### src/sv/dmc_pkg.sv
// ----------------------------------------------------------------------------
// dmc_pkg
// Shared constants and types of the direct-mapped write-back cache.
// ----------------------------------------------------------------------------
package dmc_pkg;

  // default geometry
  localparam int DMC_SET_BITS  = 4;
  localparam int DMC_ADDR_BITS = 12;

  // fixed line format: 8 bytes of 8 bits
  localparam int DMC_OFF_BITS   = 3;
  localparam int DMC_LINE_BYTES = 8;
  localparam int DMC_BYTE_W     = 8;
  localparam int DMC_LINE_W     = 64;

  // operation codes of the func field
  localparam logic FUNC_READ  = 1'b0;
  localparam logic FUNC_WRITE = 1'b1;

  // sequencer states, one-hot
  typedef enum logic [3:0] {
    ST_CLEAR = 4'b0001,
    ST_IDLE  = 4'b0010,
    ST_LOOK  = 4'b0100,
    ST_HOLD  = 4'b1000
  } state_t;

endpackage

### src/sv/dmc_ram.sv
// ----------------------------------------------------------------------------
// dmc_ram
// Generic simple dual-port RAM: one write port, one read port with
// registered read data.
// ----------------------------------------------------------------------------
module dmc_ram
  import dmc_pkg::*;
#(
  parameter int WIDTH = DMC_LINE_W,
  parameter int DEPTH = 1 << DMC_SET_BITS,
  localparam int AW   = (DEPTH > 1) ? $clog2(DEPTH) : 1
) (
  input  logic             clk,
  input  logic             we,
  input  logic [AW-1:0]    waddr,
  input  logic [WIDTH-1:0] wdata,
  input  logic             re,
  input  logic [AW-1:0]    raddr,
  output logic [WIDTH-1:0] rdata
);

  logic [WIDTH-1:0] mem [DEPTH];
  logic [WIDTH-1:0] rdata_r;

  // write port
  always_ff @(posedge clk) begin
    if (we) begin
      mem[waddr] <= wdata;
    end
  end

  // registered read port, holds its data while idle
  always_ff @(posedge clk) begin
    if (re) begin
      rdata_r <= mem[raddr];
    end
  end

  assign rdata = rdata_r;

endmodule

### config.mk
export PLATFORM = sky130hd
export DESIGN_NAME = dmc_ram
export DESIGN_NICKNAME = d
export VERILOG_FILES = /design/src/sv/dmc_pkg.sv /design/src/sv/dmc_ram.sv
export SDC_FILE = /design/constraint.sdc
export NUM_CORES = 1
export LEC_CHECK = 0
export ABC_AREA = 1
export BUFFER_PORTS_ARGS = -buffer_cell sky130_fd_sc_hd__buf_2
export CAP_MARGIN = 10
export CORE_MARGIN = 4
export CORE_UTILIZATION = 56
export CTS_CLUSTER_DIAMETER = 100
export DETAILED_ROUTE_END_ITERATION = 16
export PLACE_DENSITY = 0.76
export SLEW_MARGIN = 15
export SYNTH_ARGS = -nofsm -noshare
export SYNTH_HDL_FRONTEND = slang
export SYNTH_SLANG_ARGS = --single-unit
export TNS_END_PERCENT = 30
### constraint.sdc
create_clock -name clk -period 3.5 [get_ports clk]
set_input_delay 0.175 -clock clk [delete_from_list [all_inputs] [get_ports clk]]
set_output_delay 0.175 -clock clk [all_outputs]
set_load 0.02 [all_outputs]
* Word level (Yosys, flattened, before mapping)
Memories as Yosys holds them, arrays and structs flattened. A register that Yosys moved wholly into a read port is not among the register bits.
Index checks and enable logic that the tools add are counted.
** Cells by class
- Muxes and demuxes :: 2
** Operators with widths (count)
- two-way mux 1 bit :: 2
** Word-level totals
- Input port bits :: 75
- Bits in writable memories :: 1024
- Word-level logic and storage cells :: 3
- Memories :: 1
- Output and inout port bits :: 64
- Register bits after elaboration :: 0
** Memories
- mem :: words 16, width 64, read ports 1, clocked after memory_dff 1, wr ports 1, RTL line dmc_ram.sv:22 : logic [WIDTH-1:0] mem [DEPTH];

* Longest topological paths before layout
Gate-level depths: netlist of run 1.
- Word-level depth :: 2
- Mapped depth :: 10
- Gate-level depth less buffers :: 7

* Worst setup path after synthesis of run 1
Ideal clock, no wire load.
- Path type :: input -> register
- Start point :: input waddr[2]
- End point :: memory mem[10][0] (netlist bit), enable pin
- Required time :: 3.014 ns
- Buffers on the path :: 0
- Data arrival time :: 3.067 ns
- Setup time :: 0.486 ns
- Path slack :: -0.054 ns
- Stages on the path :: 2
- Cell sequence :: nand3b_1 nor2_1
** RTL lines
- start, declared :: RTL line dmc_ram.sv:15 : input logic [AW-1:0] waddr,
- end, declared :: RTL line dmc_ram.sv:22
Straight into the memory's write port.

==> results.yml, run 1 <==
worst_setup_path:
  worstSetupStartpoint: "raddr[0]"
  arrival_ps: 1970
  path_class: "in -> reg"
  rr_startpoint: "mem[15][15]"
  required_ps: 3890
  crit_fanout: 170
  cp-end-kind: "flop"
  critPathLaunchType: "input port"
floorplan:
  rows: 104
  floorplan.initialDensity_pct: 56.74
  die_x_microns: 294.4
  die-area_sq_um: 86660
  core_area_sq_um: 80940
  num_io_pins: 139
  dieHeight_microns: 294.4
sta:
  fmax_mhz: 632.5
  maxSlewHeadroom_pct: 28.41
  finalHoldViolCount: 0
  worstMarginPinSlew_ps: 1074
  clock_skew_ps: 15.93
  holdWs_ps: 137.9
  period_needed_ps: 1581
  maxSlewViolCount: 0
  rsz0062_at_grt: "false"
  setup_viol: 0
  min_period_over_period_pct: 45.17
yosys:
  syn_nets: 4285
  synth.largest_area_cell: "edfxtp_1"
  ys_seq_area_share_pct: 71.14
  synth_top_area_share_pct: 71.14
  synth.yosys.warnings: 0
  syn_inst: 4210
  yosys-top-cells-area: "edfxtp_1 71%, nand2_1 11%, nand3_1 8.4%"
  syn_area_sq_um: 45930
  ys_seq_elements: 1088
  ys_types: 14
  avgSynthCellArea_sq_um: 10.91
cts:
  cts_buffer_depth: 3
  ctsResizeCount: 0
  clk-insertion-delay-late_ps: 670
  htreeDepth: 3
  clkTransAtPathRegs_ps: 60
  root_buffer: "clkbuf_16"
  cts_tree: "yes"
  cts_sinks: 1088
  cts_setup_buffers: 0
  cts_buffers: 107
  cts_hold_buf: 64
flow_run:
  drv_cap: 0
route:
  drt_iter0_drc: 3246
  routedWlPerCell_microns: 19.94
  postRouteAntennaNets: 0
  drcViolationCount: 0
  vias: 30290
  drt_pass1_iterations: 6
  vias_per_cell: 5.487
  wirelength_microns: 110100
pwr:
  cellLeakagePower_uw: 0.02187
  ir_drop_mv: 0.3986
  power_density_nw_per_um2: 539.4
global_route:
  grt_start_max_net_pins: 183
  antenna_found_initial: 5
  grt_usage_pct: 25.24
  grt-ovfl-total: 0
  grt_pass1_vias: 29570
  grt_pass1_wl_microns: 167100
layout:
  syn2layout_area_growth_pct: 12.64
  layout_commonest_cell: "nand2_1"
  fin_area_sq_um: 51730
  fillers: 5916
  layout_common_cells: "1349 x nand2_1, 1088 x edfxtp_1, 770 x inv_1"
  drive_gt1_share_pct: 8.369
  nets: 4444
placed_design:
  dpl_cell_area_sq_um: 47610
  hpwl_microns: 52350
  gp_congestion: 0.7709
  portBuffers: 138
hold_path:
  min_from: "raddr[2]"
  hp-class: "in -> reg"
outcome:
  status: "finished clean"
layer usage:
metal  part of all wire (%)  vias up  global-route usage (%)  wire length (microns)
li1                       -    14000                       -                      -
met1                     38    14510                   32.62                  42170
met2                     49     1471                   43.02                  54100
met3                    8.7      306                   3.941                   9550
met4                    3.8        6                   10.62                   4228
met5                  0.036        -                       0                     40
cell type report:
class | count | area [sq um] | share of cell area (%)
Timing Repair Buffer | 261 | 2206 | 4.264
Tap cell | 1060 | 1326 | 2.564
Clock inverter | 70 | 676.9 | 1.309
Multi-Input combinational cell | 2137 | 9111 | 17.61
Clock buffer | 127 | 2795 | 5.403
Inverter | 774 | 2937 | 5.677
Antenna cell | 3 | 7.507 | 0.01451
Sequential cell | 1088 | 32670 | 63.16
power breakdown:
| part | leakage (uW) | switching [uW] | internal (uW) | total, uW |
|---|---|---|---|---|
| registers | 0.00988 | 90.4 | 14700 | 14800 |
| clock network | 0.00169 | 4800 | 6580 | 11400 |
| logic | 0.0103 | 1260 | 496 | 1750 |
| total | 0.0219 | 6150 | 21800 | 27900 |
critical path: stages:
cell,delay [ps]
buf_8,210
inv_16,460
buf_12,380
nand2_1,110
nand3_1,90
nand3_1,110
nand3_1,120
nand2_1,100
through the flow:
stage	total power (uW)	setup WS, ps	utilization (%)	std cells	setup TNS (ps)
floorplan	16090	-53.93	-	4210	-34070
global placement	16670	1325	58.82	5256	0
detailed placement	16710	1251	58.82	5256	0
CTS	28020	1954	63.91	5517	0
global route	28770	1733	63.91	5519	0
finish	27900	1919	63.91	5520	0
logic make-up (layout without fill, tap and decap cells):
group / after synthesis / in the layout / synth area share [%]
buf+inv: 985 / 1232 / 9.285
flops: 1088 / 1088 / 71.14
other cells: 0 / 3 / 0
simple gates: 2137 / 2137 / 19.58
Yosys cell counts:
master and n:
clkbuf_1 21, buf_8 1, buf_4 16, buf_2 116, edfxtp_1 1088, buf_6 46
inv_2 2, nand3_1 769, nand3b_1 2, nor2_1 17, inv_6 1, buf_1 11
inv_1 771, nand2_1 1349
worst paths after layout:
| check | end | slack (ps) | depth (start not counted) |
|---|---|---|---|
| worst max-delay path | rdata[52] | 1920 | 8 |
| worst min-delay path | rdata[18] | 140 | 4 |
| worst max register to register | rdata[15] | 2280 | 6 |
| worst min register to register | rdata[37] | 730 | 6 |
flip-flops by register name, summed over array words and instances, names as in the netlist:
register / flops
mem: 1024
rdata: 64
No activity file was read; power rests on OpenSTA's default activity.
==> run 2: changes to the inputs <==
==> constraint.sdc (replaced) <==
create_clock -name clk -period 1.3 [get_ports clk]
set_input_delay 0.065 -clock clk [delete_from_list [all_inputs] [get_ports clk]]
set_output_delay 0.065 -clock clk [all_outputs]
set_load 0.02 [all_outputs]
==> run 2 against run 1 <==
Against the previous run: the run now ends with negative setup slack left; register-to-register slack got worse by 2200 ps; clock power rose to 2.7 times the previous value; sequential cell count is the same; hold slack got worse by 45 ps; largest cell class unchanged.
==> results.yml, run 2 (synthesized netlist as in run 1, its figures left out) <==
layout:
  drive_gt1_share_pct: 11.56
  largest_register: "mem"
  stdcell_count: 5696
  largest_reg_flops: 1024
  final_util_pct: 67.16
  syn2layout_area_growth_pct: 18.36
  layout_common_cells: "1349 x nand2_1, 1088 x edfxtp_1, 770 x inv_1"
  layout_commonest_cell: "nand2_1"
  nets: 4621
  fillers: 5545
worst_setup_path:
  critPathTopFamily: "flip-flops"
  arrival_ps: 1340
  cp-end-kind: "primary output"
  path_cells: "buf_6"
  critPathMaxStageDelay_ps: 480
  crit_fanout: 1
  required_ps: 1240
  critPathLaunchType: "flop"
  path_class: "reg -> out"
  crit_slowest_cell: "edfxtp_1"
  path_buf_inv: 1
pwr:
  ir_drop_mv: 1.286
  finalPower_uw: 75900
  switching_share_pct: 22.16
  clkPwrFrac_pct: 40.4
  power.internal_uw: 59080
  cellLeakagePower_uw: 0.02315
  power_density_nw_per_um2: 1396
  seq_power_share_pct: 52.4
  pwr-share-comb_pct: 7.2
  p_sw_uw: 16820
global_route:
  grt_usage_pct: 25.99
  grt_start_max_net_pins: 57
  grt-ovfl-total: 0
  antenna_found_initial: 8
  grt_pass1_vias: 30940
  grt_pass1_wl_microns: 173400
cts:
  clkTransAtPathRegs_ps: 60
  cts_buffer_depth: 3
  clk-insertion-delay-late_ps: 680
  root_buffer: "clkbuf_16"
  cts_tree: "yes"
  cts_buffers: 110
  cts_sinks: 1088
  htreeDepth: 3
placed_design:
  portBuffers: 138
  gp_congestion: 0.8309
  placed_cells: 5427
  hpwl_microns: 66520
sta:
  min_period_over_period_pct: 107.8
  maxSlewHeadroom_pct: 64.23
  maxSlewViolCount: 0
  period_needed_ps: 1401
  worstMarginPinSlew_ps: 536.6
  finalHoldViolCount: 0
  rsz0062_at_grt: "true"
  setup_slack_ps: -101.4
  fmax_mhz: 713.6
  clock_skew_ps: 21.38
  setup_viol: 22
outcome:
  violations: "negative setup slack"
  status: "finished, violations left"
floorplan:
  die-area_sq_um: 86660
  num_io_pins: 139
  rows: 104
  die_x_microns: 294.4
  core_area_sq_um: 80940
  dieHeight_microns: 294.4
  floorplan.initialDensity_pct: 56.74
route:
  vias_per_cell: 5.465
  wirelength_microns: 112500
  postRouteAntennaNets: 0
  drcViolationCount: 0
  vias: 31130
  routedWlPerCell_microns: 19.75
  drt_iter0_drc: 3563
  drt_pass1_iterations: 6
flow_run:
  drv_cap: 0
hold_path:
  hp-class: "in -> reg"
[run 2: cell types whose count changed in the layout (fill, tap and decap cells not counted), sizes merged]
cell / delta
buf: +171
clkinv: +7
inv: -5
clkinvlp: -4
clkbuf: +3
diode: +3
dlygate4sd3: +3
bufinv: -2
[run 2: power by group through the flow]
stage / sequential [uW] / clock (uW) / combinational [uW]
finish: 39800 / 30700 / 5460
global route: 39800 / 32600 / 5950
CTS: 39800 / 31000 / 5440
detailed placement: 40500 / 0 / 5180
global placement: 40500 / 0 / 5050
floorplan: 40700 / 0 / 2670
[run 2: repair_timing]
action	in CTS	in global routing
resized for setup	24	8
hold buffers	67	0
setup buffers	0	0
setup endpoints to repair	43	58
endpoints found under the hold margin	1095	0
pin swaps	0	0
[run 2: area by class of cell]
cell class	instances	area [sq um]	share of cell area, %
tap	1060	1326	2.440
clock buffer	130	2870	5.280
clock inverter	66	619.3	1.139
sequential	1088	32670	60.10
timing repair buffer	435	4808	8.846
inverter	774	2937	5.402
antenna	6	15.01	0.02762
multi-input combinational	2137	9111	16.76
[run 2: final timing paths]
check / startpoint / to / slack, ps / depth (start not counted)
min: raddr[1] / rdata[9] / 90 / 6
min reg2reg: mem[10][59] / rdata[59] / 730 / 6
max: rdata[2] / rdata[2] / -100 / 1
max reg2reg: mem[1][63] / rdata[63] / 80 / 6
[run 2: stage by stage]
step / hold WS, ps / area, sq um / setup WS (ps) / setup TNS, ps
after floorplan: 163.9 / 46050 / -574.8 / -544650
after global placement: 439.6 / 50080 / -181.3 / -61600
after detailed placement: 450.5 / 50080 / -200.1 / -70650
after CTS: 53.59 / 54320 / -125.9 / -2242
after global routing: 80.66 / 54360 / -131.5 / -2599
final: 93.15 / 54360 / -101.4 / -829.1
[run 2: metal layers]
layer	vias to the layer above	global-route usage, %	part of all wire, %
met5	-	0	0.028
met4	4	9.253	3.4
met3	299	4.340	9.0
met2	1642	44.74	50
met1	14830	33.70	37
li1	14350	-	-
