[src/sv/dmc_pkg.sv]
// ----------------------------------------------------------------------------
// dmc_pkg
// Shared constants and types of the direct-mapped write-back cache.
// ----------------------------------------------------------------------------
package dmc_pkg;

  // default geometry
  localparam int DMC_SET_BITS  = 4;
  localparam int DMC_ADDR_BITS = 12;

  // fixed line format: 8 bytes of 8 bits
  localparam int DMC_OFF_BITS   = 3;
  localparam int DMC_LINE_BYTES = 8;
  localparam int DMC_BYTE_W     = 8;
  localparam int DMC_LINE_W     = 64;

  // operation codes of the func field
  localparam logic FUNC_READ  = 1'b0;
  localparam logic FUNC_WRITE = 1'b1;

  // sequencer states, one-hot
  typedef enum logic [3:0] {
    ST_CLEAR = 4'b0001,
    ST_IDLE  = 4'b0010,
    ST_LOOK  = 4'b0100,
    ST_HOLD  = 4'b1000
  } state_t;

endpackage

[src/sv/dmc_core.sv]
// ----------------------------------------------------------------------------
// dmc_core
// Cache sequencer and datapath: tag compare, victim write-back, line fill,
// byte merge and result register, around the line RAM and backing RAM.
// ----------------------------------------------------------------------------
module dmc_core
  import dmc_pkg::*;
#(
  parameter int IDX_BITS  = DMC_SET_BITS,
  parameter int ADDR_BITS = DMC_ADDR_BITS,
  localparam int TAG_W      = ADDR_BITS - IDX_BITS - DMC_OFF_BITS,
  localparam int LINE_ABITS = ADDR_BITS - DMC_OFF_BITS,
  localparam int NUM_SETS   = 1 << IDX_BITS,
  localparam int CL_W       = TAG_W + DMC_LINE_W
) (
  input  logic                  clk,
  input  logic                  rst_n,
  // request side
  input  logic                  in_valid,
  output logic                  in_ready,
  input  logic                  in_func,
  input  logic [ADDR_BITS-1:0]  in_address,
  input  logic [DMC_BYTE_W-1:0] in_write_data,
  // response side
  output logic                  out_valid,
  input  logic                  out_ready,
  output logic [DMC_BYTE_W-1:0] out_read_data,
  output logic                  out_hit,
  output logic                  out_wrote_back,
  // line ram (tag and data)
  output logic                  cl_we,
  output logic [IDX_BITS-1:0]   cl_waddr,
  output logic [CL_W-1:0]       cl_wdata,
  output logic                  cl_re,
  output logic [IDX_BITS-1:0]   cl_raddr,
  input  logic [CL_W-1:0]       cl_rdata,
  // backing ram
  output logic                  bm_we,
  output logic [LINE_ABITS-1:0] bm_waddr,
  output logic [DMC_LINE_W-1:0] bm_wdata,
  output logic                  bm_re,
  output logic [LINE_ABITS-1:0] bm_raddr,
  input  logic [DMC_LINE_W-1:0] bm_rdata
);

  state_t state_r, state_nxt;

  logic [LINE_ABITS-1:0] clr_cnt_r, clr_cnt_nxt;
  logic [NUM_SETS-1:0]   valid_r, valid_nxt;
  logic [NUM_SETS-1:0]   dirty_r, dirty_nxt;

  // captured request
  logic                     func_r;
  logic [DMC_OFF_BITS-1:0]  off_r;
  logic [IDX_BITS-1:0]      set_r;
  logic [TAG_W-1:0]         tag_r;
  logic [DMC_BYTE_W-1:0]    wdata_r;

  // output register and parked result
  logic                  out_valid_r, out_valid_nxt;
  logic [DMC_BYTE_W-1:0] out_rdata_r;
  logic                  out_hit_r;
  logic                  out_wb_r;
  logic [DMC_BYTE_W-1:0] res_rdata_r;
  logic                  res_hit_r;
  logic                  res_wb_r;

  logic                  in_xfer;
  logic                  out_free;
  logic                  load_out;
  logic                  park_res;
  logic                  from_res;
  logic [TAG_W-1:0]      rd_tag;
  logic [DMC_LINE_W-1:0] rd_line;
  logic                  hit;
  logic                  wb;
  logic [DMC_LINE_W-1:0] base_line;
  logic [DMC_LINE_W-1:0] merged_line;
  logic [DMC_BYTE_W-1:0] rd_byte;
  logic [DMC_BYTE_W-1:0] res_rdata;

  assign in_ready = (state_r == ST_IDLE);
  assign in_xfer  = in_valid && in_ready;
  assign out_free = !out_valid_r || out_ready;

  // tag compare and line selection in the lookup cycle
  assign rd_tag  = cl_rdata[CL_W-1 -: TAG_W];
  assign rd_line = cl_rdata[DMC_LINE_W-1:0];
  assign hit     = valid_r[set_r] && (rd_tag == tag_r);
  assign wb      = !hit && valid_r[set_r] && dirty_r[set_r];
  assign base_line = hit ? rd_line : bm_rdata;
  assign rd_byte   = base_line[{off_r, 3'b000} +: DMC_BYTE_W];
  assign res_rdata = (func_r == FUNC_WRITE) ? '0 : rd_byte;

  // byte merge of a write into the line
  always_comb begin
    merged_line = base_line;
    for (int b = 0; b < DMC_LINE_BYTES; b++) begin
      if (func_r == FUNC_WRITE && off_r == DMC_OFF_BITS'(b)) begin
        merged_line[b*DMC_BYTE_W +: DMC_BYTE_W] = wdata_r;
      end
    end
  end

  // memory read requests on a request transfer
  assign cl_re    = in_xfer;
  assign cl_raddr = in_address[DMC_OFF_BITS +: IDX_BITS];
  assign bm_re    = in_xfer;
  assign bm_raddr = in_address[ADDR_BITS-1:DMC_OFF_BITS];

  // line ram update on a fill or a write
  assign cl_we    = (state_r == ST_LOOK) && (!hit || func_r == FUNC_WRITE);
  assign cl_waddr = set_r;
  assign cl_wdata = {tag_r, merged_line};

  // backing ram: clearing pass, else victim write-back
  always_comb begin
    if (state_r == ST_CLEAR) begin
      bm_we    = 1'b1;
      bm_waddr = clr_cnt_r;
      bm_wdata = '0;
    end else begin
      bm_we    = (state_r == ST_LOOK) && wb;
      bm_waddr = {rd_tag, set_r};
      bm_wdata = rd_line;
    end
  end

  // sequencer
  always_comb begin
    state_nxt   = state_r;
    clr_cnt_nxt = clr_cnt_r;
    valid_nxt   = valid_r;
    dirty_nxt   = dirty_r;
    load_out    = 1'b0;
    park_res    = 1'b0;
    from_res    = 1'b0;
    case (state_r)
      ST_CLEAR: begin
        clr_cnt_nxt = clr_cnt_r + 1'b1;
        if (&clr_cnt_r) begin
          state_nxt = ST_IDLE;
        end
      end
      ST_IDLE: begin
        if (in_xfer) begin
          state_nxt = ST_LOOK;
        end
      end
      ST_LOOK: begin
        valid_nxt[set_r] = 1'b1;
        if (func_r == FUNC_WRITE) begin
          dirty_nxt[set_r] = 1'b1;
        end else if (!hit) begin
          dirty_nxt[set_r] = 1'b0;
        end
        if (out_free) begin
          load_out  = 1'b1;
          state_nxt = ST_IDLE;
        end else begin
          park_res  = 1'b1;
          state_nxt = ST_HOLD;
        end
      end
      ST_HOLD: begin
        if (out_ready) begin
          load_out  = 1'b1;
          from_res  = 1'b1;
          state_nxt = ST_IDLE;
        end
      end
      default: begin
        state_nxt = ST_CLEAR;
      end
    endcase
  end

  // output valid
  always_comb begin
    out_valid_nxt = out_valid_r;
    if (load_out) begin
      out_valid_nxt = 1'b1;
    end else if (out_ready) begin
      out_valid_nxt = 1'b0;
    end
  end

  // control registers
  always_ff @(posedge clk) begin
    if (!rst_n) begin
      state_r     <= ST_CLEAR;
      clr_cnt_r   <= '0;
      valid_r     <= '0;
      dirty_r     <= '0;
      out_valid_r <= 1'b0;
    end else begin
      state_r     <= state_nxt;
      clr_cnt_r   <= clr_cnt_nxt;
      valid_r     <= valid_nxt;
      dirty_r     <= dirty_nxt;
      out_valid_r <= out_valid_nxt;
    end
  end

  // request capture
  always_ff @(posedge clk) begin
    if (in_xfer) begin
      func_r  <= in_func;
      off_r   <= in_address[DMC_OFF_BITS-1:0];
      set_r   <= in_address[DMC_OFF_BITS +: IDX_BITS];
      tag_r   <= in_address[ADDR_BITS-1 -: TAG_W];
      wdata_r <= in_write_data;
    end
  end

  // result parked while the output register is full
  always_ff @(posedge clk) begin
    if (park_res) begin
      res_rdata_r <= res_rdata;
      res_hit_r   <= hit;
      res_wb_r    <= wb;
    end
  end

  // output register
  always_ff @(posedge clk) begin
    if (load_out) begin
      out_rdata_r <= from_res ? res_rdata_r : res_rdata;
      out_hit_r   <= from_res ? res_hit_r   : hit;
      out_wb_r    <= from_res ? res_wb_r    : wb;
    end
  end

  assign out_valid      = out_valid_r;
  assign out_read_data  = out_rdata_r;
  assign out_hit        = out_hit_r;
  assign out_wrote_back = out_wb_r;

endmodule

[config.mk]
export PLATFORM = sky130hd
export DESIGN_NAME = dmc_core
export DESIGN_NICKNAME = d
export VERILOG_FILES = /design/src/sv/dmc_pkg.sv /design/src/sv/dmc_core.sv
export SDC_FILE = /design/constraint.sdc
export NUM_CORES = 1
export LEC_CHECK = 0
export ABC_AREA = 0
export BUFFER_PORTS_ARGS = -buffer_cell sky130_fd_sc_hd__buf_2
export CORE_MARGIN = 8
export CORE_UTILIZATION = 25
export DETAILED_ROUTE_END_ITERATION = 12
export GPL_ROUTABILITY_DRIVEN = 0
export REMOVE_ABC_BUFFERS = 1
export SLEW_MARGIN = 20
export SYNTH_ARGS = -nofsm -noshare
export SYNTH_HDL_FRONTEND = slang
export SYNTH_SLANG_ARGS = --single-unit
[constraint.sdc]
create_clock -name clk -period 2.92 [get_ports clk]
set_input_delay 0.292 -clock clk [delete_from_list [all_inputs] [get_ports clk]]
set_output_delay 0.292 -clock clk [all_outputs]
set_load 0.02 [all_outputs]
# Word level (Yosys, flattened, before mapping)
# Index checks and enable logic that the tools add are counted.
dict set report word_totals {
  regBits 87
  in_bits 158
  output_inout_bits 175
  word_cells 101
}
dict set report op_classes {
  add_sub_neg 1
  order_cmp 2
  n_eq_ne 16
  shift 1
  n_mux 37
  n_bitwise 4
  reduce_logical 24
}
# cell count
set op_table {}
lappend op_table {{$mux W64} 2}
lappend op_table {{$mux W8} 10}
lappend op_table {{$shiftx A64 B7 Y8} 1}
lappend op_table {{$mux W16} 2}
lappend op_table {{$or A16 B16 Y16} 2}
lappend op_table {{$and A16 B16 Y16} 1}
lappend op_table {{$mux W4} 4}
lappend op_table {{$not A16 Y16} 1}
lappend op_table {{$pmux W4 S4} 1}
lappend op_table {{$logic_and A1 B1 Y1} 15}
lappend op_table {{$mux W1} 13}
lappend op_table {{$eq A3 B3 Y1 const B} 4}
lappend op_table {{$add A9 B1 Y9 const B} 1}
lappend op_table {{$mux W9} 1}
lappend op_table {{$reduce_and A9 Y1} 1}
lappend op_table {{$bmux W1 S4} 2}
lappend op_table {{$eq A3 B2 Y1 const B} 2}
lappend op_table {{$eq A5 B5 Y1} 1}
lappend op_table {{$lt A4 B5 Y1 const B} 1}
lappend op_table {{$demux W1 S4} 1}
lappend op_table {{$eq A4 B1 Y1 const B} 1}
lappend op_table {{$eq A4 B2 Y1 const B} 1}
lappend op_table {{$eq A4 B3 Y1 const B} 1}
lappend op_table {{$eq A4 B4 Y1 const B} 1}
lappend op_table {{other kinds (11)} 15}

# Longest topological paths before layout
dict set report logic_depth {
  ltp_word 8
  depth_mapped 12
  ltp_nobuf 9
}

# Worst setup path before layout
# Ideal clock, no wire load.
dict set report synth_timing {
  kind {register -> output}
  startpoint {register set_r[0] (netlist: cl_waddr[0])}
  endpoint {output cl_wdata[15]}
  arrival_ns 2.599
  required_time_ns 2.628
  slack_ns 0.029
  path_stages_with_launch 11
  path_buffers 5
  path_cell_list {edfxtp_1 buf_6 mux4_2 o21ai_1 a21boi_1 buf_6 buf_6 buf_4 buf_2 mux2i_1 o21ai_0}
}
dict set report synth_between {
  elab_chain_cells 5
}
# element line_no
set synth_rtl {}
lappend synth_rtl {{start: declaration} dmc_core.sv:55} ;# logic [IDX_BITS-1:0] set_r;
lappend synth_rtl {{start signal: assignment} dmc_core.sv:210} ;# set_r <= in_address[DMC_OFF_BITS +: IDX_BITS];
lappend synth_rtl {{$bmux W1 S4} dmc_core.sv:89} ;# assign hit = valid_r[set_r] && (rd_tag == tag_r);
lappend synth_rtl {{$mux W1 (implied by the code)} dmc_core.sv:89}
lappend synth_rtl {{$logic_and A1 B1 Y1} dmc_core.sv:89}
lappend synth_rtl {{$mux W64} dmc_core.sv:91} ;# assign base_line = hit ? rd_line : bm_rdata;
lappend synth_rtl {{$mux W8} dmc_core.sv:99} ;# if (func_r == FUNC_WRITE && off_r == DMC_OFF_BITS'(b)) begin
lappend synth_rtl {{end: declaration} dmc_core.sv:33} ;# output logic [CL_W-1:0] cl_wdata,
# Every way passes these cells. The select of a mux whose other input is x is not followed.

# Worst setup path in the final report
dict set report layout_timing {
  startpoint {register set_r[0] (netlist: cl_waddr[0])}
  endpoint {output cl_wdata[47]}
}
# Same word-level chain as after synthesis.

==> impl_metrics.csv <==
group,metric,value,unit
route,drt_iter0_drc,451,
timing,clock_skew,0.0115,ns
synth,yosys_warnings,0,
route,vias,7130,
synth,synth-edff-count,41,
clock_tree,hold_buffers,0,
grt,grt_pass1_vias,7074,
synth,netlist_area,6620,µm²
floorplanning,core,26100,µm²
synth,ys_top_cells_by_area,"edfxtp_1, dfxtp_1, mux2i_1",
final_layout,drive_above_1_share,46.2,%
final_layout,final_cell_mix,"buf_2, nand2_1, buf_4",
synth,yosysTopAreaCellShare,18.6,%
clock_tree,cts.reportedPaths.clkPinSlew,0.07,ns
route,wl_per_cell,20.8,µm
place,dp_hpwl,23200,µm
final_layout,stdcell_count,1425,
clock_tree,cts_root_buffer,"clkbuf_16",
run_status,status,"finished with violations",
grt,grt_use_total,17.6,%
critical_path,end_kind,"primary output",
timing,hold_viol_final,0,
grt,grt-ovfl-total,0,
floorplanning,ioPinCount,333,
timing,setup_slack,-0.103,ns
timing,max_freq,0.331,GHz
synth,synthCells,754,
power,p_sw_share,25.8,%
timing,finalCritPeriodShare,104,%
grt,grt_util_met2,30.3,%
power,switchingPower,0.000751,W
timing,post-route-min-period,3.02,ns
grt,grt_use_met1,21.2,%
critical_path,path_max_fanout,5,
timing,finalSetupTns,-1.26,ns
power,finalPower,0.00291,W
place,dp_cells,1381,
floorplanning,dieArea,32000,µm²
final_layout,fin_nets,1244,
clock_tree,h-tree-depth,3,
critical_path,startpoint_type,"flop",
run_status,violations,"negative setup slack",
power,leakage,4.20,nW
synth,synth.distinct_cells,52,
hold_path,hp-class,"in -> reg",
synth,yosysSeqAreaShare,32.5,%
clock_tree,worstSkewPairLatency,0.35,ns
final_layout,final_common_cell,"buf_2",
power,ir_worst_vdd,285,µV
timing,tightestPinTransition,0.912,ns
synth,synth_area_leader_cell,"edfxtp_1",
route,viasPerCell,5.00,
place,pre_cts_slack,0.0660,ns
clock_tree,cts_sinks,87,
floorplanning,rows,59,
critical_path,required,2.63,ns
power,power.share.combinational,17.0,%
power,power.internal,0.00216,W
clock_tree,tritoncts.num_buffers,9,
floorplanning,chipWidth,179,µm
grt,grt_pass1_wl,42700,µm
clock_tree,clk_path_buf_depth,2,
route,wirelength,29700,µm
critical_path,path_class,"reg -> out",
power,seqPwrFrac,43.9,%
final_layout,utilization,37.5,%
route,ant_nets,0,
place,portBuffers,332,
timing,relSlewSlack,39.2,%
floorplanning,die-height,179,µm
route,drtPass1Iterations,5,
power,clockPowerShare,39.0,%
clock_tree,cts_tree,"built",
power,p_per_area,298,nW/µm²
grt,gr-usage-met3,3.41,%
timing,rsz0062_at_grt,"true",
grt,grt_max_degree,66,
synth,ys_ff_latch,87,
flow_run,drv_cap,0,
timing,slew_viol_final,0,
final_layout,area_delta_synth_final,47.5,%
synth,yosys_most_used_dff,"dfxtp_1",
synth,async_reset_ff_share,0,%
floorplanning,initial_core_util,25.4,%
synth,syn_area_per_cell,8.78,µm²
grt,antenna_found_initial,2,
route,drc,0,
critical_path,arrival,2.73,ns
timing,finalSetupViolCount,26,
grt,busiest_layer,"met2",
==> worst max-delay path, cell delays in order (launching register included) <==
cell and delay (ns):
edfxtp_1 0.43, buf_6 0.15, nor2b_4 0.12, a221oi_2 0.27, o21ai_2 0.12, a21boi_4 0.25, buf_6 0.17, clkbuf_16 0.16
mux2_4 0.31, mux2_4 0.26, buf_6 0.13
==> synthesized netlist by cell type, types with 5 or more instances <==
cell	instances
nor2b_1	7
buf_1	15
mux2i_1	77
mux4_2	10
nor2_1	50
nand3_1	8
a21boi_0	21
o22ai_1	11
xnor2_1	8
buf_4	21
nand2_1	95
dfxtp_1	46
and2_1	74
clkbuf_1	35
inv_1	5
edfxtp_1	41
o31ai_1	12
o221ai_1	5
buf_2	6
o21ai_0	50
o2bb2ai_1	5
o21a_1	18
mux2_2	38
a21oi_1	40
nor3_1	8
==> what timing repair did <==
action,4_1_cts,5_1_grt
setup endpoints to repair,53,69
setup buffers,21,5
gates resized for setup,82,78
cloned,3,1
pin swaps,4,6
==> power by group through the flow <==
| stage | combinational [W] | clock (W) | sequential, W |
|---|---|---|---|
| after floorplan | 0.000171 | 0 | 0.00130 |
| after global placement | 0.000425 | 0 | 0.00131 |
| after detailed placement | 0.000428 | 0 | 0.00131 |
| after CTS | 0.000463 | 0.00117 | 0.00128 |
| after global routing | 0.000526 | 0.00121 | 0.00128 |
| final | 0.000496 | 0.00114 | 0.00128 |
==> worst paths after layout <==
kind / slack [ns] / depth (start not counted) / start / to
max: -0.10 / 10 / cl_waddr[0]$_DFFE_PP_ / cl_wdata[47]
min: 0.12 / 1 / in_write_data[7] / wdata_r[7]$_DFFE_PP_
max reg2reg: 0.03 / 13 / cl_waddr[0]$_DFFE_PP_ / out_read_data[1]$_DFFE_PP_
min reg2reg: 0.47 / 1 / valid_r[1]$_SDFFE_PN0N_ / valid_r[1]$_SDFFE_PN0N_
==> layer usage <==
metal | wire length, µm | vias up
met4 | 927 | 0
met5 | 0 | -
met1 | 12100 | 3434
met3 | 1970 | 58
met2 | 14700 | 289
li1 | - | 3349
==> cell type report <==
cell class                 instances  area [µm²]
sequential                        87        2150
multi-input combinational        581        4350
timing repair buffer             400        2540
tap                              335         419
antenna                            1        2.50
inverter                           5        18.8
clock inverter                     2        12.5
fill                            2654       16300
clock buffer                      14         275
==> cells by family (layout without fill, tap and decap cells) <==
kind of cell	after synthesis	after routing	synth area share, %
muxes	128	128	22.5
other	0	1	0
buffers and inverters	86	421	6.69
DFF	87	87	32.5
and+or+nand+nor	264	264	19.5
AOI/OAI and AO/OA	177	177	17.1
xor gates and xnor gates	10	10	1.32
adders and majority gates	2	2	0.378
==> per-stage QoR <==
stage,cell area [µm²],hold slack [ns]
2_1_floorplan,6200,0.354
3_3_place_gp,8670,0.453
3_5_place_dp,8670,0.457
4_1_cts,9510,0.102
5_1_grt,9770,0.103
6_report,9770,0.115
Power figures use the tool's default switching activity.
